[src/hw/rtl/leader_cluster_running_mean_assert.svh]
// Assertion macros shared by the clustering block.
`ifndef LEADER_CLUSTER_RUNNING_MEAN_ASSERT_SVH
`define LEADER_CLUSTER_RUNNING_MEAN_ASSERT_SVH

// The consequent must hold in the same cycle as the antecedent.
`define LCRM_ASSERT_SAME(label, clk, rst, ante, cons) \
   label: assert property (@(posedge clk) disable iff (rst) (ante) |-> (cons)) \
      else $error("lcrm: same-cycle check failed");

// The consequent must hold in the cycle after the antecedent.
`define LCRM_ASSERT_NEXT(label, clk, rst, ante, cons) \
   label: assert property (@(posedge clk) disable iff (rst) (ante) |=> (cons)) \
      else $error("lcrm: next-cycle check failed");

`endif

[src/hw/rtl/lcrm_pkg.sv]
`default_nettype none

package lcrm_pkg;

   localparam int COORD_BITS  = 16;
   localparam int FRAC_BITS   = 8;
   localparam int MEAN_BITS   = COORD_BITS + FRAC_BITS;
   localparam int COUNT_BITS  = 16;
   localparam int THRESH_BITS = 16;
   localparam int ENTRY_BITS  = MEAN_BITS + COUNT_BITS;
   localparam int PROD_BITS   = MEAN_BITS + COUNT_BITS;
   localparam int SUM_BITS    = PROD_BITS + 1;
   localparam int REM_BITS    = SUM_BITS - MEAN_BITS;
   localparam int DIVR_BITS   = COUNT_BITS + 1;
   localparam int DCNT_BITS   = $clog2(MEAN_BITS);

   localparam logic [COUNT_BITS-1:0]  COUNT_MAX    = '1;
   localparam logic [THRESH_BITS-1:0] THRESH_RESET = THRESH_BITS'(30);

   typedef struct packed {
      logic load_point;
      logic ram_read;
      logic scan_next;
      logic capture;
      logic div_init;
      logic div_step;
      logic write_hit;
      logic write_miss;
   } lcrm_cmd_type;

   typedef struct packed {
      logic in_use_zero;
      logic scan_last;
      logic hit;
      logic div_last;
      logic out_free;
   } lcrm_status_type;

endpackage

`default_nettype wire

[src/hw/rtl/leader_cluster_running_mean.sv]
`default_nettype none

// One-dimensional leader clustering with running means. Each beat on the req_
// channel carries one point; the block scans the open clusters in creation
// order, reading each table entry in a read state and comparing it in a compare
// state, through a table with one write port and one registered read port, and
// the first cluster whose mean lies strictly closer than the threshold takes the
// point. Its new mean comes from a restoring divider that retires one quotient
// bit per cycle. A point that no open cluster takes opens a new cluster, or is
// dropped when the table is full; one item is worked on at a time, and the
// next is accepted while the previous result still waits in the rsp_ output
// register. The cluster table needs no clearing after reset, and the threshold
// register may be written only while the block is idle.
module leader_cluster_running_mean #(
   parameter int MAX_CLUSTERS = 32
) (
   input  wire logic                                    clock,
   input  wire logic                                    reset,
   input  wire logic                                    req_valid,
   output logic                                         req_stall,
   input  wire logic [lcrm_pkg::COORD_BITS-1:0]         req_point_value,
   output logic                                         rsp_valid,
   input  wire logic                                    rsp_stall,
   output logic      [$clog2(MAX_CLUSTERS)-1:0]         rsp_cluster_index,
   output logic                                         rsp_opened_new,
   output logic                                         rsp_table_full_drop,
   output logic      [lcrm_pkg::MEAN_BITS-1:0]          rsp_cluster_mean,
   output logic      [lcrm_pkg::COUNT_BITS-1:0]         rsp_cluster_size,
   input  wire logic                                    csr_valid,
   output logic                                         csr_ready,
   input  wire logic [lcrm_pkg::THRESH_BITS-1:0]        csr_match_threshold
);

   import lcrm_pkg::*;

   lcrm_cmd_type    cmd;
   lcrm_status_type status;

   assign csr_ready = 1'b1;

   lcrm_ctrl u_ctrl (
      .clock     (clock),
      .reset     (reset),
      .req_valid (req_valid),
      .req_stall (req_stall),
      .status    (status),
      .cmd       (cmd)
   );

   lcrm_dp #(
      .MAX_CLUSTERS (MAX_CLUSTERS)
   ) u_dp (
      .clock               (clock),
      .reset               (reset),
      .cmd                 (cmd),
      .status              (status),
      .req_point_value     (req_point_value),
      .csr_valid           (csr_valid),
      .csr_match_threshold (csr_match_threshold),
      .rsp_valid           (rsp_valid),
      .rsp_stall           (rsp_stall),
      .rsp_cluster_index   (rsp_cluster_index),
      .rsp_opened_new      (rsp_opened_new),
      .rsp_table_full_drop (rsp_table_full_drop),
      .rsp_cluster_mean    (rsp_cluster_mean),
      .rsp_cluster_size    (rsp_cluster_size)
   );

endmodule

`default_nettype wire

[src/hw/rtl/lcrm_ram.sv]
`default_nettype none

module lcrm_ram #(
   parameter int WIDTH = 40,
   parameter int DEPTH = 32
) (
   input  wire logic                     clock,
   input  wire logic                     we,
   input  wire logic [$clog2(DEPTH)-1:0] waddr,
   input  wire logic [WIDTH-1:0]         wdata,
   input  wire logic                     re,
   input  wire logic [$clog2(DEPTH)-1:0] raddr,
   output logic      [WIDTH-1:0]         rdata
);

   logic [WIDTH-1:0] mem_ff [DEPTH];
   logic [WIDTH-1:0] rdata_ff;

   always_ff @(posedge clock) begin
      if (we) begin
         mem_ff[waddr] <= wdata;
      end
      if (re) begin
         rdata_ff <= mem_ff[raddr];
      end
   end

   assign rdata = rdata_ff;

endmodule

`default_nettype wire

[src/hw/rtl/lcrm_ctrl.sv]
`default_nettype none

`include "leader_cluster_running_mean_assert.svh"

module lcrm_ctrl (
   input  wire logic                     clock,
   input  wire logic                     reset,
   input  wire logic                     req_valid,
   output logic                          req_stall,
   input  wire lcrm_pkg::lcrm_status_type status,
   output lcrm_pkg::lcrm_cmd_type        cmd
);

   import lcrm_pkg::*;

   typedef enum logic [6:0] {
      S_IDLE   = 7'b0000001,
      S_READ   = 7'b0000010,
      S_CMP    = 7'b0000100,
      S_DIVI   = 7'b0001000,
      S_DIV    = 7'b0010000,
      S_FINISH = 7'b0100000,
      S_MISS   = 7'b1000000
   } state_type;

   state_type state_ff;
   state_type state_in;

   always_comb begin
      state_in = state_ff;
      cmd      = '0;
      unique case (state_ff)
         S_IDLE: begin
            if (req_valid) begin
               cmd.load_point = 1'b1;
               state_in       = status.in_use_zero ? S_MISS : S_READ;
            end
         end
         S_READ: begin
            cmd.ram_read = 1'b1;
            state_in     = S_CMP;
         end
         S_CMP: begin
            priority if (status.hit) begin
               cmd.capture = 1'b1;
               state_in    = S_DIVI;
            end else if (status.scan_last) begin
               state_in = S_MISS;
            end else begin
               cmd.scan_next = 1'b1;
               state_in      = S_READ;
            end
         end
         S_DIVI: begin
            cmd.div_init = 1'b1;
            state_in     = S_DIV;
         end
         S_DIV: begin
            cmd.div_step = 1'b1;
            if (status.div_last) begin
               state_in = S_FINISH;
            end
         end
         S_FINISH: begin
            if (status.out_free) begin
               cmd.write_hit = 1'b1;
               state_in      = S_IDLE;
            end
         end
         S_MISS: begin
            if (status.out_free) begin
               cmd.write_miss = 1'b1;
               state_in       = S_IDLE;
            end
         end
         default: begin
            state_in = S_IDLE;
         end
      endcase
   end

   always_ff @(posedge clock) begin
      if (reset) begin
         state_ff <= S_IDLE;
      end else begin
         state_ff <= state_in;
      end
   end

   assign req_stall = (state_ff != S_IDLE);

   `LCRM_ASSERT_NEXT(a_accept_starts_work, clock, reset,
      req_valid && !req_stall, state_ff == S_READ || state_ff == S_MISS)
   `LCRM_ASSERT_NEXT(a_divide_then_finish, clock, reset,
      state_ff == S_DIV && status.div_last, state_ff == S_FINISH)

endmodule

`default_nettype wire

[src/hw/rtl/lcrm_dp.sv]
`default_nettype none

`include "leader_cluster_running_mean_assert.svh"

module lcrm_dp #(
   parameter int MAX_CLUSTERS = 32
) (
   input  wire logic                                    clock,
   input  wire logic                                    reset,
   input  wire lcrm_pkg::lcrm_cmd_type                  cmd,
   output lcrm_pkg::lcrm_status_type                    status,
   input  wire logic [lcrm_pkg::COORD_BITS-1:0]         req_point_value,
   input  wire logic                                    csr_valid,
   input  wire logic [lcrm_pkg::THRESH_BITS-1:0]        csr_match_threshold,
   output logic                                         rsp_valid,
   input  wire logic                                    rsp_stall,
   output logic      [$clog2(MAX_CLUSTERS)-1:0]         rsp_cluster_index,
   output logic                                         rsp_opened_new,
   output logic                                         rsp_table_full_drop,
   output logic      [lcrm_pkg::MEAN_BITS-1:0]          rsp_cluster_mean,
   output logic      [lcrm_pkg::COUNT_BITS-1:0]         rsp_cluster_size
);

   import lcrm_pkg::*;

   localparam int IDX_W = $clog2(MAX_CLUSTERS);
   localparam int USE_W = $clog2(MAX_CLUSTERS + 1);

   logic [THRESH_BITS-1:0] thr_ff;
   logic [USE_W-1:0]       in_use_ff;
   logic [USE_W-1:0]       in_use_in;
   logic [IDX_W-1:0]       scan_idx_ff;
   logic [IDX_W-1:0]       scan_idx_in;
   logic [MEAN_BITS-1:0]   point_ff;
   logic [PROD_BITS-1:0]   prod_ff;
   logic [COUNT_BITS-1:0]  cnt_ff;
   logic [COUNT_BITS-1:0]  newcnt_ff;
   logic [DIVR_BITS-1:0]   divisor_ff;
   logic [REM_BITS-1:0]    rem_ff;
   logic [MEAN_BITS-1:0]   quo_ff;
   logic [DCNT_BITS-1:0]   div_cnt_ff;
   logic                   rsp_valid_ff;
   logic [IDX_W-1:0]       out_idx_ff;
   logic                   out_opened_ff;
   logic                   out_drop_ff;
   logic [MEAN_BITS-1:0]   out_mean_ff;
   logic [COUNT_BITS-1:0]  out_size_ff;

   logic [ENTRY_BITS-1:0]  rdata;
   logic [ENTRY_BITS-1:0]  wdata;
   logic [IDX_W-1:0]       waddr;
   logic                   we;
   logic                   full;
   logic [MEAN_BITS-1:0]   mean_rd;
   logic [COUNT_BITS-1:0]  cnt_rd;
   logic [MEAN_BITS-1:0]   gap;
   logic [MEAN_BITS-1:0]   thr_scaled;
   logic [SUM_BITS-1:0]    sum;
   logic [REM_BITS:0]      trial;
   logic [REM_BITS:0]      diff;
   logic                   qbit;
   logic                   out_free;

   assign mean_rd    = rdata[ENTRY_BITS-1 -: MEAN_BITS];
   assign cnt_rd     = rdata[COUNT_BITS-1:0];
   assign gap        = (mean_rd >= point_ff) ? (mean_rd - point_ff) : (point_ff - mean_rd);
   assign thr_scaled = MEAN_BITS'(thr_ff) << FRAC_BITS;
   assign full       = (in_use_ff == USE_W'(MAX_CLUSTERS));
   assign sum        = SUM_BITS'(prod_ff) + SUM_BITS'(point_ff);
   assign trial      = {rem_ff, quo_ff[MEAN_BITS-1]};
   assign diff       = trial - (REM_BITS+1)'(divisor_ff);
   assign qbit       = (trial >= (REM_BITS+1)'(divisor_ff));
   assign out_free   = !rsp_valid_ff || !rsp_stall;

   assign we    = cmd.write_hit || (cmd.write_miss && !full);
   assign waddr = cmd.write_hit ? scan_idx_ff : in_use_ff[IDX_W-1:0];
   assign wdata = cmd.write_hit ? {quo_ff, newcnt_ff} : {point_ff, COUNT_BITS'(1)};

   lcrm_ram #(
      .WIDTH (ENTRY_BITS),
      .DEPTH (MAX_CLUSTERS)
   ) u_table (
      .clock (clock),
      .we    (we),
      .waddr (waddr),
      .wdata (wdata),
      .re    (cmd.ram_read),
      .raddr (scan_idx_ff),
      .rdata (rdata)
   );

   always_comb begin
      status.in_use_zero = (in_use_ff == '0);
      status.scan_last   = ((USE_W'(scan_idx_ff) + USE_W'(1)) == in_use_ff);
      status.hit         = (gap < thr_scaled);
      status.div_last    = (div_cnt_ff == DCNT_BITS'(MEAN_BITS - 1));
      status.out_free    = out_free;
   end

   always_comb begin
      in_use_in = in_use_ff;
      if (cmd.write_miss && !full) begin
         in_use_in = in_use_ff + USE_W'(1);
      end
      scan_idx_in = scan_idx_ff;
      priority if (cmd.load_point) begin
         scan_idx_in = '0;
      end else if (cmd.scan_next) begin
         scan_idx_in = scan_idx_ff + IDX_W'(1);
      end
   end

   always_ff @(posedge clock) begin
      if (reset) begin
         thr_ff       <= THRESH_RESET;
         in_use_ff    <= '0;
         rsp_valid_ff <= 1'b0;
      end else begin
         if (csr_valid) begin
            thr_ff <= csr_match_threshold;
         end
         in_use_ff <= in_use_in;
         if (cmd.write_hit || cmd.write_miss) begin
            rsp_valid_ff <= 1'b1;
         end else if (!rsp_stall) begin
            rsp_valid_ff <= 1'b0;
         end
      end
   end

   always_ff @(posedge clock) begin
      scan_idx_ff <= scan_idx_in;
      if (cmd.load_point) begin
         point_ff <= MEAN_BITS'(req_point_value) << FRAC_BITS;
      end
      if (cmd.capture) begin
         prod_ff <= PROD_BITS'(mean_rd) * PROD_BITS'(cnt_rd);
         cnt_ff  <= cnt_rd;
      end
      if (cmd.div_init) begin
         rem_ff     <= sum[SUM_BITS-1 -: REM_BITS];
         quo_ff     <= sum[MEAN_BITS-1:0];
         divisor_ff <= DIVR_BITS'(cnt_ff) + DIVR_BITS'(1);
         newcnt_ff  <= (cnt_ff == COUNT_MAX) ? cnt_ff : cnt_ff + COUNT_BITS'(1);
         div_cnt_ff <= '0;
      end else if (cmd.div_step) begin
         rem_ff     <= qbit ? diff[REM_BITS-1:0] : trial[REM_BITS-1:0];
         quo_ff     <= {quo_ff[MEAN_BITS-2:0], qbit};
         div_cnt_ff <= div_cnt_ff + DCNT_BITS'(1);
      end
      if (cmd.write_hit) begin
         out_idx_ff    <= scan_idx_ff;
         out_opened_ff <= 1'b0;
         out_drop_ff   <= 1'b0;
         out_mean_ff   <= quo_ff;
         out_size_ff   <= newcnt_ff;
      end else if (cmd.write_miss) begin
         if (full) begin
            out_idx_ff    <= '0;
            out_opened_ff <= 1'b0;
            out_drop_ff   <= 1'b1;
            out_mean_ff   <= '0;
            out_size_ff   <= '0;
         end else begin
            out_idx_ff    <= in_use_ff[IDX_W-1:0];
            out_opened_ff <= 1'b1;
            out_drop_ff   <= 1'b0;
            out_mean_ff   <= point_ff;
            out_size_ff   <= COUNT_BITS'(1);
         end
      end
   end

   assign rsp_valid           = rsp_valid_ff;
   assign rsp_cluster_index   = out_idx_ff;
   assign rsp_opened_new      = out_opened_ff;
   assign rsp_table_full_drop = out_drop_ff;
   assign rsp_cluster_mean    = out_mean_ff;
   assign rsp_cluster_size    = out_size_ff;

   `LCRM_ASSERT_SAME(a_no_result_overwrite, clock, reset,
      cmd.write_hit || cmd.write_miss, !rsp_valid_ff || !rsp_stall)
   `LCRM_ASSERT_SAME(a_in_use_bounded, clock, reset,
      1'b1, in_use_ff <= USE_W'(MAX_CLUSTERS))
   `LCRM_ASSERT_NEXT(a_open_grows_table, clock, reset,
      cmd.write_miss && !full, in_use_ff == $past(in_use_ff) + USE_W'(1))

endmodule

`default_nettype wire
[config.mk]
export PLATFORM = sky130hd
export DESIGN_NAME = leader_cluster_running_mean
export DESIGN_NICKNAME = d
export VERILOG_FILES = /design/src/hw/rtl/lcrm_pkg.sv /design/src/hw/rtl/leader_cluster_running_mean.sv /design/src/hw/rtl/lcrm_ram.sv /design/src/hw/rtl/lcrm_ctrl.sv /design/src/hw/rtl/lcrm_dp.sv
export VERILOG_INCLUDE_DIRS = /design/src /design/src/hw/rtl
export SDC_FILE = /design/constraint.sdc
export NUM_CORES = 2
export LEC_CHECK = 0
export BUFFER_PORTS_ARGS = -buffer_cell sky130_fd_sc_hd__clkbuf_2
export CORE_MARGIN = 1.5
export CORE_UTILIZATION = 45
export CTS_CLUSTER_SIZE = 14
export DETAILED_ROUTE_END_ITERATION = 7
export GPL_ROUTABILITY_DRIVEN = 0
export MAX_ROUTING_LAYER = met4
export PLACE_DENSITY = 0.6
export RECOVER_POWER = 100
export SLEW_MARGIN = 20
export SYNTH_ARGS = -nofsm -noshare
export SYNTH_HDL_FRONTEND = slang
export SYNTH_SLANG_ARGS = --single-unit
[constraint.sdc]
create_clock -name clock -period 6.9 [get_ports clock]
set_clock_uncertainty 0.2 [all_clocks]
set_input_delay 0.69 -clock clock [delete_from_list [all_inputs] [get_ports clock]]
set_output_delay 0.69 -clock clock [all_outputs]
set_load 0.02 [all_outputs]
==> out/qor.log <==
[timing] hold violation total from the final report 0
[layout] layout net count 5377
[worst_setup_path] critical path startpoint u_dp.u_table.rdata[27]$_DFFE_PP_
[worst_hold_path] Hold Path Depth 3
[layout] fraction of final layout cells sized beyond drive strength 1 0.173
[run] max_cap viols 64
[synth] synthesized instance count 4593
[timing] minimum setup slack in the final design 242 ps
[synth] Synth warnings 0
[timing] time the final worst path needs with I/O delays and setup 6660 ps
[worst_setup_path] delay of the slowest critical-path stage 530 ps
[placed_design] post-placement setup slack -86.2 ps
[synth] synthesis-stage register bit count 1553
[floorplanning] count of pins on the block boundary 87
[synth] number of synthesized flops with an enable pin 1511
[worst_setup_path] Critical Setup Path Class reg2reg
[clocking] CTS tree done
[worst_setup_path] biggest fanout along the worst timing path 13
[global_routing] number of global-route vias before repair 41200
[layout] count of filler cells inserted in the layout 13700
[worst_hold_path] classification of the worst-slack hold path in2reg
[global_routing] first-pass GRT wire length 284 mm
[synth] synth top area cells sky130_fd_sc_hd__edfxtp_1, sky130_fd_sc_hd__mux4_2, sky130_fd_sc_hd__fa_1
[global_routing] remaining global-route overflow 0
[worst_setup_path] Worst Setup End Kind register
[outcome] outcome finished, violations left
[global_routing] all-layer global routing usage 0.240
[synth] total standard cell area after synthesis 0.0751 mm²
[power_and_ir_drop] IR drop worst, VDD 0.000192 V
[synth] library cell occupying the most area in the post-synthesis netlist sky130_fd_sc_hd__edfxtp_1
[placed_design] I/O Buffers 85
[synth] synth unique cells 82
[synth] dominant synthesized flop cell sky130_fd_sc_hd__edfxtp_1
[synth] area share of the largest cell type after synthesis 0.604
[timing] Worst Max-Slew Pin Slew 3880 ps
[worst_setup_path] r2r startpoint u_dp.u_table.rdata[27]$_DFFE_PP_
[clocking] maximum clock path buffer count 3
[clocking] clock transition at the register clock pins on the worst setup and hold paths after CTS 60 ps
[layout] total area of multi-input combinational cells 0.0266 mm²
[timing] number of failing setup endpoints in the final timing report 0
[floorplanning] number of rows in the core area 149
[synth] async set or reset register ratio after synthesis 0
[power_and_ir_drop] total power per unit cell area 245 mW/mm²
[floorplanning] Initial Util 0.454
[timing] worst hold slack across all endpoints 119 ps
[clocking] CTS HTree Levels 4
[timing] number of max-slew violations in the final report 2200
[global_routing] initial antenna violation count 9
[worst_setup_path] depth of the worst register-to-register path 23
[timing] Final Cycle Share 0.965
[detailed_routing] TritonRoute pass-1 iters 5
[timing] Achievable Freq 0.150 GHz
[clocking] Num CTS Buffers 161
[detailed_routing] number of design-rule violations left by the first detailed-router iteration 3941
[worst_setup_path] CP required 7250 ps
[detailed_routing] count of vias placed by the detailed router 40900
[detailed_routing] routed vias/inst 5.71
[synth] post-synthesis net count 5134
[detailed_routing] average wire per standard cell 27.3 µm
[worst_setup_path] arrival time worst endpoint 7010 ps
[global_routing] largest net degree at the start of global routing 121
[clocking] clock latency on the worst-skew pair 830 ps
[worst_setup_path] Worst R2R End u_dp.prod_ff[34]$_DFFE_PP_
[layout] synthesis-to-finish area growth 12.4%
[synth] syn avg cell area 16.4 µm²
[timing] worst slew margin relative to its limit -1.59
[detailed_routing] antenna violation net count after detailed routing 0
[layout] sequential cell area 0.0462 mm²
[worst_setup_path] most prevalent standard cell on the critical path sky130_fd_sc_hd__fa_1
[outcome] violated checks max-capacitance violations, max-slew violations
[worst_setup_path] reg2reg setup slack 240 ps
[floorplanning] floorplan die area 0.169 mm²
[clocking] CTS Root Buffer Type sky130_fd_sc_hd__clkbuf_16
[power_and_ir_drop] Leakage 28.4 nW
[worst_setup_path] Critical path destination u_dp.prod_ff[34]$_DFFE_PP_
[detailed_routing] wire length after detailed routing 196 mm
[detailed_routing] number of DRC violations after detailed routing 0
[floorplanning] width of the die 412 µm
[worst_setup_path] CP Cell Sequence buf_4 > and2_1 > fa_1 > inv_1 > fa_1 > fa_1 > inv_1 > fa_1 > fa_1 > inv_1 > fa_1 > inv_1 > ha_1 > and3_4 > nand3_1 > or2_2 > o22a_1 > a41oi_2 > buf_4 > a21oi_2 > o21bai_1 > a21oi_1 > xnor2_1
[placed_design] Detailed Place HPWL 117 mm
[clocking] clock sink count 1553
[worst_setup_path] Crit-path slowest cell sky130_fd_sc_hd__fa_1
[timing] sum of negative setup slack 0 ps
[worst_setup_path] kind of start point of the critical path register
[synth] sequential fraction of the synthesis area 0.615
[floorplanning] height of the die 412 µm
[floorplanning] core area 0.165 mm²
==> layer usage <==
metal,global-route usage,routed length [µm]
met2,0.377,94800
met5,-,0
met1,0.334,84700
met4,0.0508,3720
met3,0.0357,12400
==> kinds of logic (layout without fill, tap and decap cells) <==
logic type / count (synthesis) / count (layout) / share of synthesized area
muxes: 487 / 487 / 0.132
and+or+nand+nor: 925 / 925 / 0.0610
buffers and inverters: 663 / 1039 / 0.0335
AOI/OAI and AO/OA: 348 / 348 / 0.0303
DFF: 1553 / 1553 / 0.615
xor gates and xnor gates: 112 / 112 / 0.0131
adders and majority gates: 504 / 504 / 0.115
other: 1 / 6 / 0.0000499
==> report_power, final <==
group | total, mW | internal (mW) | switching, mW
clock network | 8.66 | 4.89 | 3.77
logic | 1.46 | 0.529 | 0.928
registers | 10.5 | 10.5 | 0.0602
==> state kept, by name, summed over array words and instances, names as in the netlist, 7 cells and up <==
name                   flops
u_ctrl.state_ff            7
u_dp.newcnt_ff            16
u_dp.prod_ff              40
u_dp.u_table.mem_ff     1280
u_dp.quo_ff               24
u_dp.divisor_ff           17
u_dp.thr_ff               16
u_dp.rsp_cluster_mean     24
u_dp.rsp_cluster_size     16
u_dp.rem_ff               17
u_dp.cnt_ff               16
u_dp.point_ff             16
u_dp.u_table.rdata        40
==> stage by stage <==
stage / std cells / instance area, µm² / utilization / total power [mW]
6_report: 7163 / 84400 / 0.511 / 20.7
5_1_grt: 7158 / 84400 / 0.510 / 21.3
4_1_cts: 7138 / 84800 / 0.513 / 20.8
3_5_place_dp: 6809 / 79200 / 0.479 / 12.2
3_3_place_gp: 6809 / 79200 / 0.479 / 12.2
2_1_floorplan: 4593 / 75100 / - / 11.7
==> worst min path at each step <==
stage / end / start / slack [ps]
after floorplan: u_dp.thr_ff[10]$_SDFFE_PP0P_ / u_dp.thr_ff[10]$_SDFFE_PP0P_ / 260
after global placement: u_dp.rsp_table_full_drop$_SDFFE_PP0P_ / u_dp.rsp_table_full_drop$_SDFFE_PP0P_ / 260
after detailed placement: u_dp.rsp_table_full_drop$_SDFFE_PP0P_ / u_dp.rsp_table_full_drop$_SDFFE_PP0P_ / 270
after CTS: u_dp.rsp_valid$_SDFFE_PP0P_ / rsp_stall / 60
after global routing: u_dp.rsp_valid$_SDFFE_PP0P_ / rsp_stall / 130
final: u_dp.rsp_valid$_SDFFE_PP0P_ / rsp_stall / 120
==> area by class of cell <==
| class | count | area share |
|---|---|---|
| Clock inverter | 95 | 0.0116 |
| Antenna cell | 5 | 0.000148 |
| Inverter | 458 | 0.0204 |
| Clock buffer | 201 | 0.0503 |
| Multi-Input combinational cell | 2377 | 0.315 |
| Timing Repair Buffer | 285 | 0.0225 |
| Sequential cell | 1553 | 0.548 |
| Tap cell | 2189 | 0.0324 |
==> what timing repair did <==
item | 4_1_cts | 5_1_grt
pin swaps | 0 | 1
resized for setup | 2 | 12
gates cloned | 0 | 0
setup endpoints to repair | 9 | 9
hold buffers | 33 | 0
hold endpoints to repair | 33 | 0
buffers inserted | 0 | 20
==> placed cells by master, fill, tap and decap left out, drive strengths merged, types with 49 or more instances in the layout <==
cell    synthesis  routed
mux2           49      49
clkinv          1      71
inv           457     465
a21oi          93      93
buf            53     101
nor2          128     128
xnor2          65      65
o21ai          84      84
and2          235     235
mux4          400     400
fa            309     309
clkbuf        152     352
nand2         366     366
ha            195     195
edfxtp       1511    1511
==> Yosys cell counts (17+ instances only) <==
master,number
sky130_fd_sc_hd__a21o_1,37
sky130_fd_sc_hd__a21oi_1,92
sky130_fd_sc_hd__and2_1,235
sky130_fd_sc_hd__and3_1,18
sky130_fd_sc_hd__buf_1,41
sky130_fd_sc_hd__clkbuf_1,152
sky130_fd_sc_hd__dfxtp_1,42
sky130_fd_sc_hd__edfxtp_1,1511
sky130_fd_sc_hd__fa_1,309
sky130_fd_sc_hd__ha_1,195
sky130_fd_sc_hd__inv_1,457
sky130_fd_sc_hd__mux2_2,48
sky130_fd_sc_hd__mux2i_1,38
sky130_fd_sc_hd__mux4_2,400
sky130_fd_sc_hd__nand2_1,364
sky130_fd_sc_hd__nand2b_1,24
sky130_fd_sc_hd__nand3_1,44
sky130_fd_sc_hd__nand4_1,24
sky130_fd_sc_hd__nor2_1,128
sky130_fd_sc_hd__nor3_1,18
sky130_fd_sc_hd__o21ai_0,77
sky130_fd_sc_hd__o21bai_1,17
sky130_fd_sc_hd__xnor2_1,65
sky130_fd_sc_hd__xor2_1,47
==> worst max-delay path: cells and delay by family, from the launching register on <==
family	cells	cell delay (ps)
compound gates	5	860
xor+xnor	1	130
fa+ha+maj	7	3300
buf+inv	6	660
flops	1	470
simple gates	4	780
Note: power is estimated with default switching activity, not from simulation.
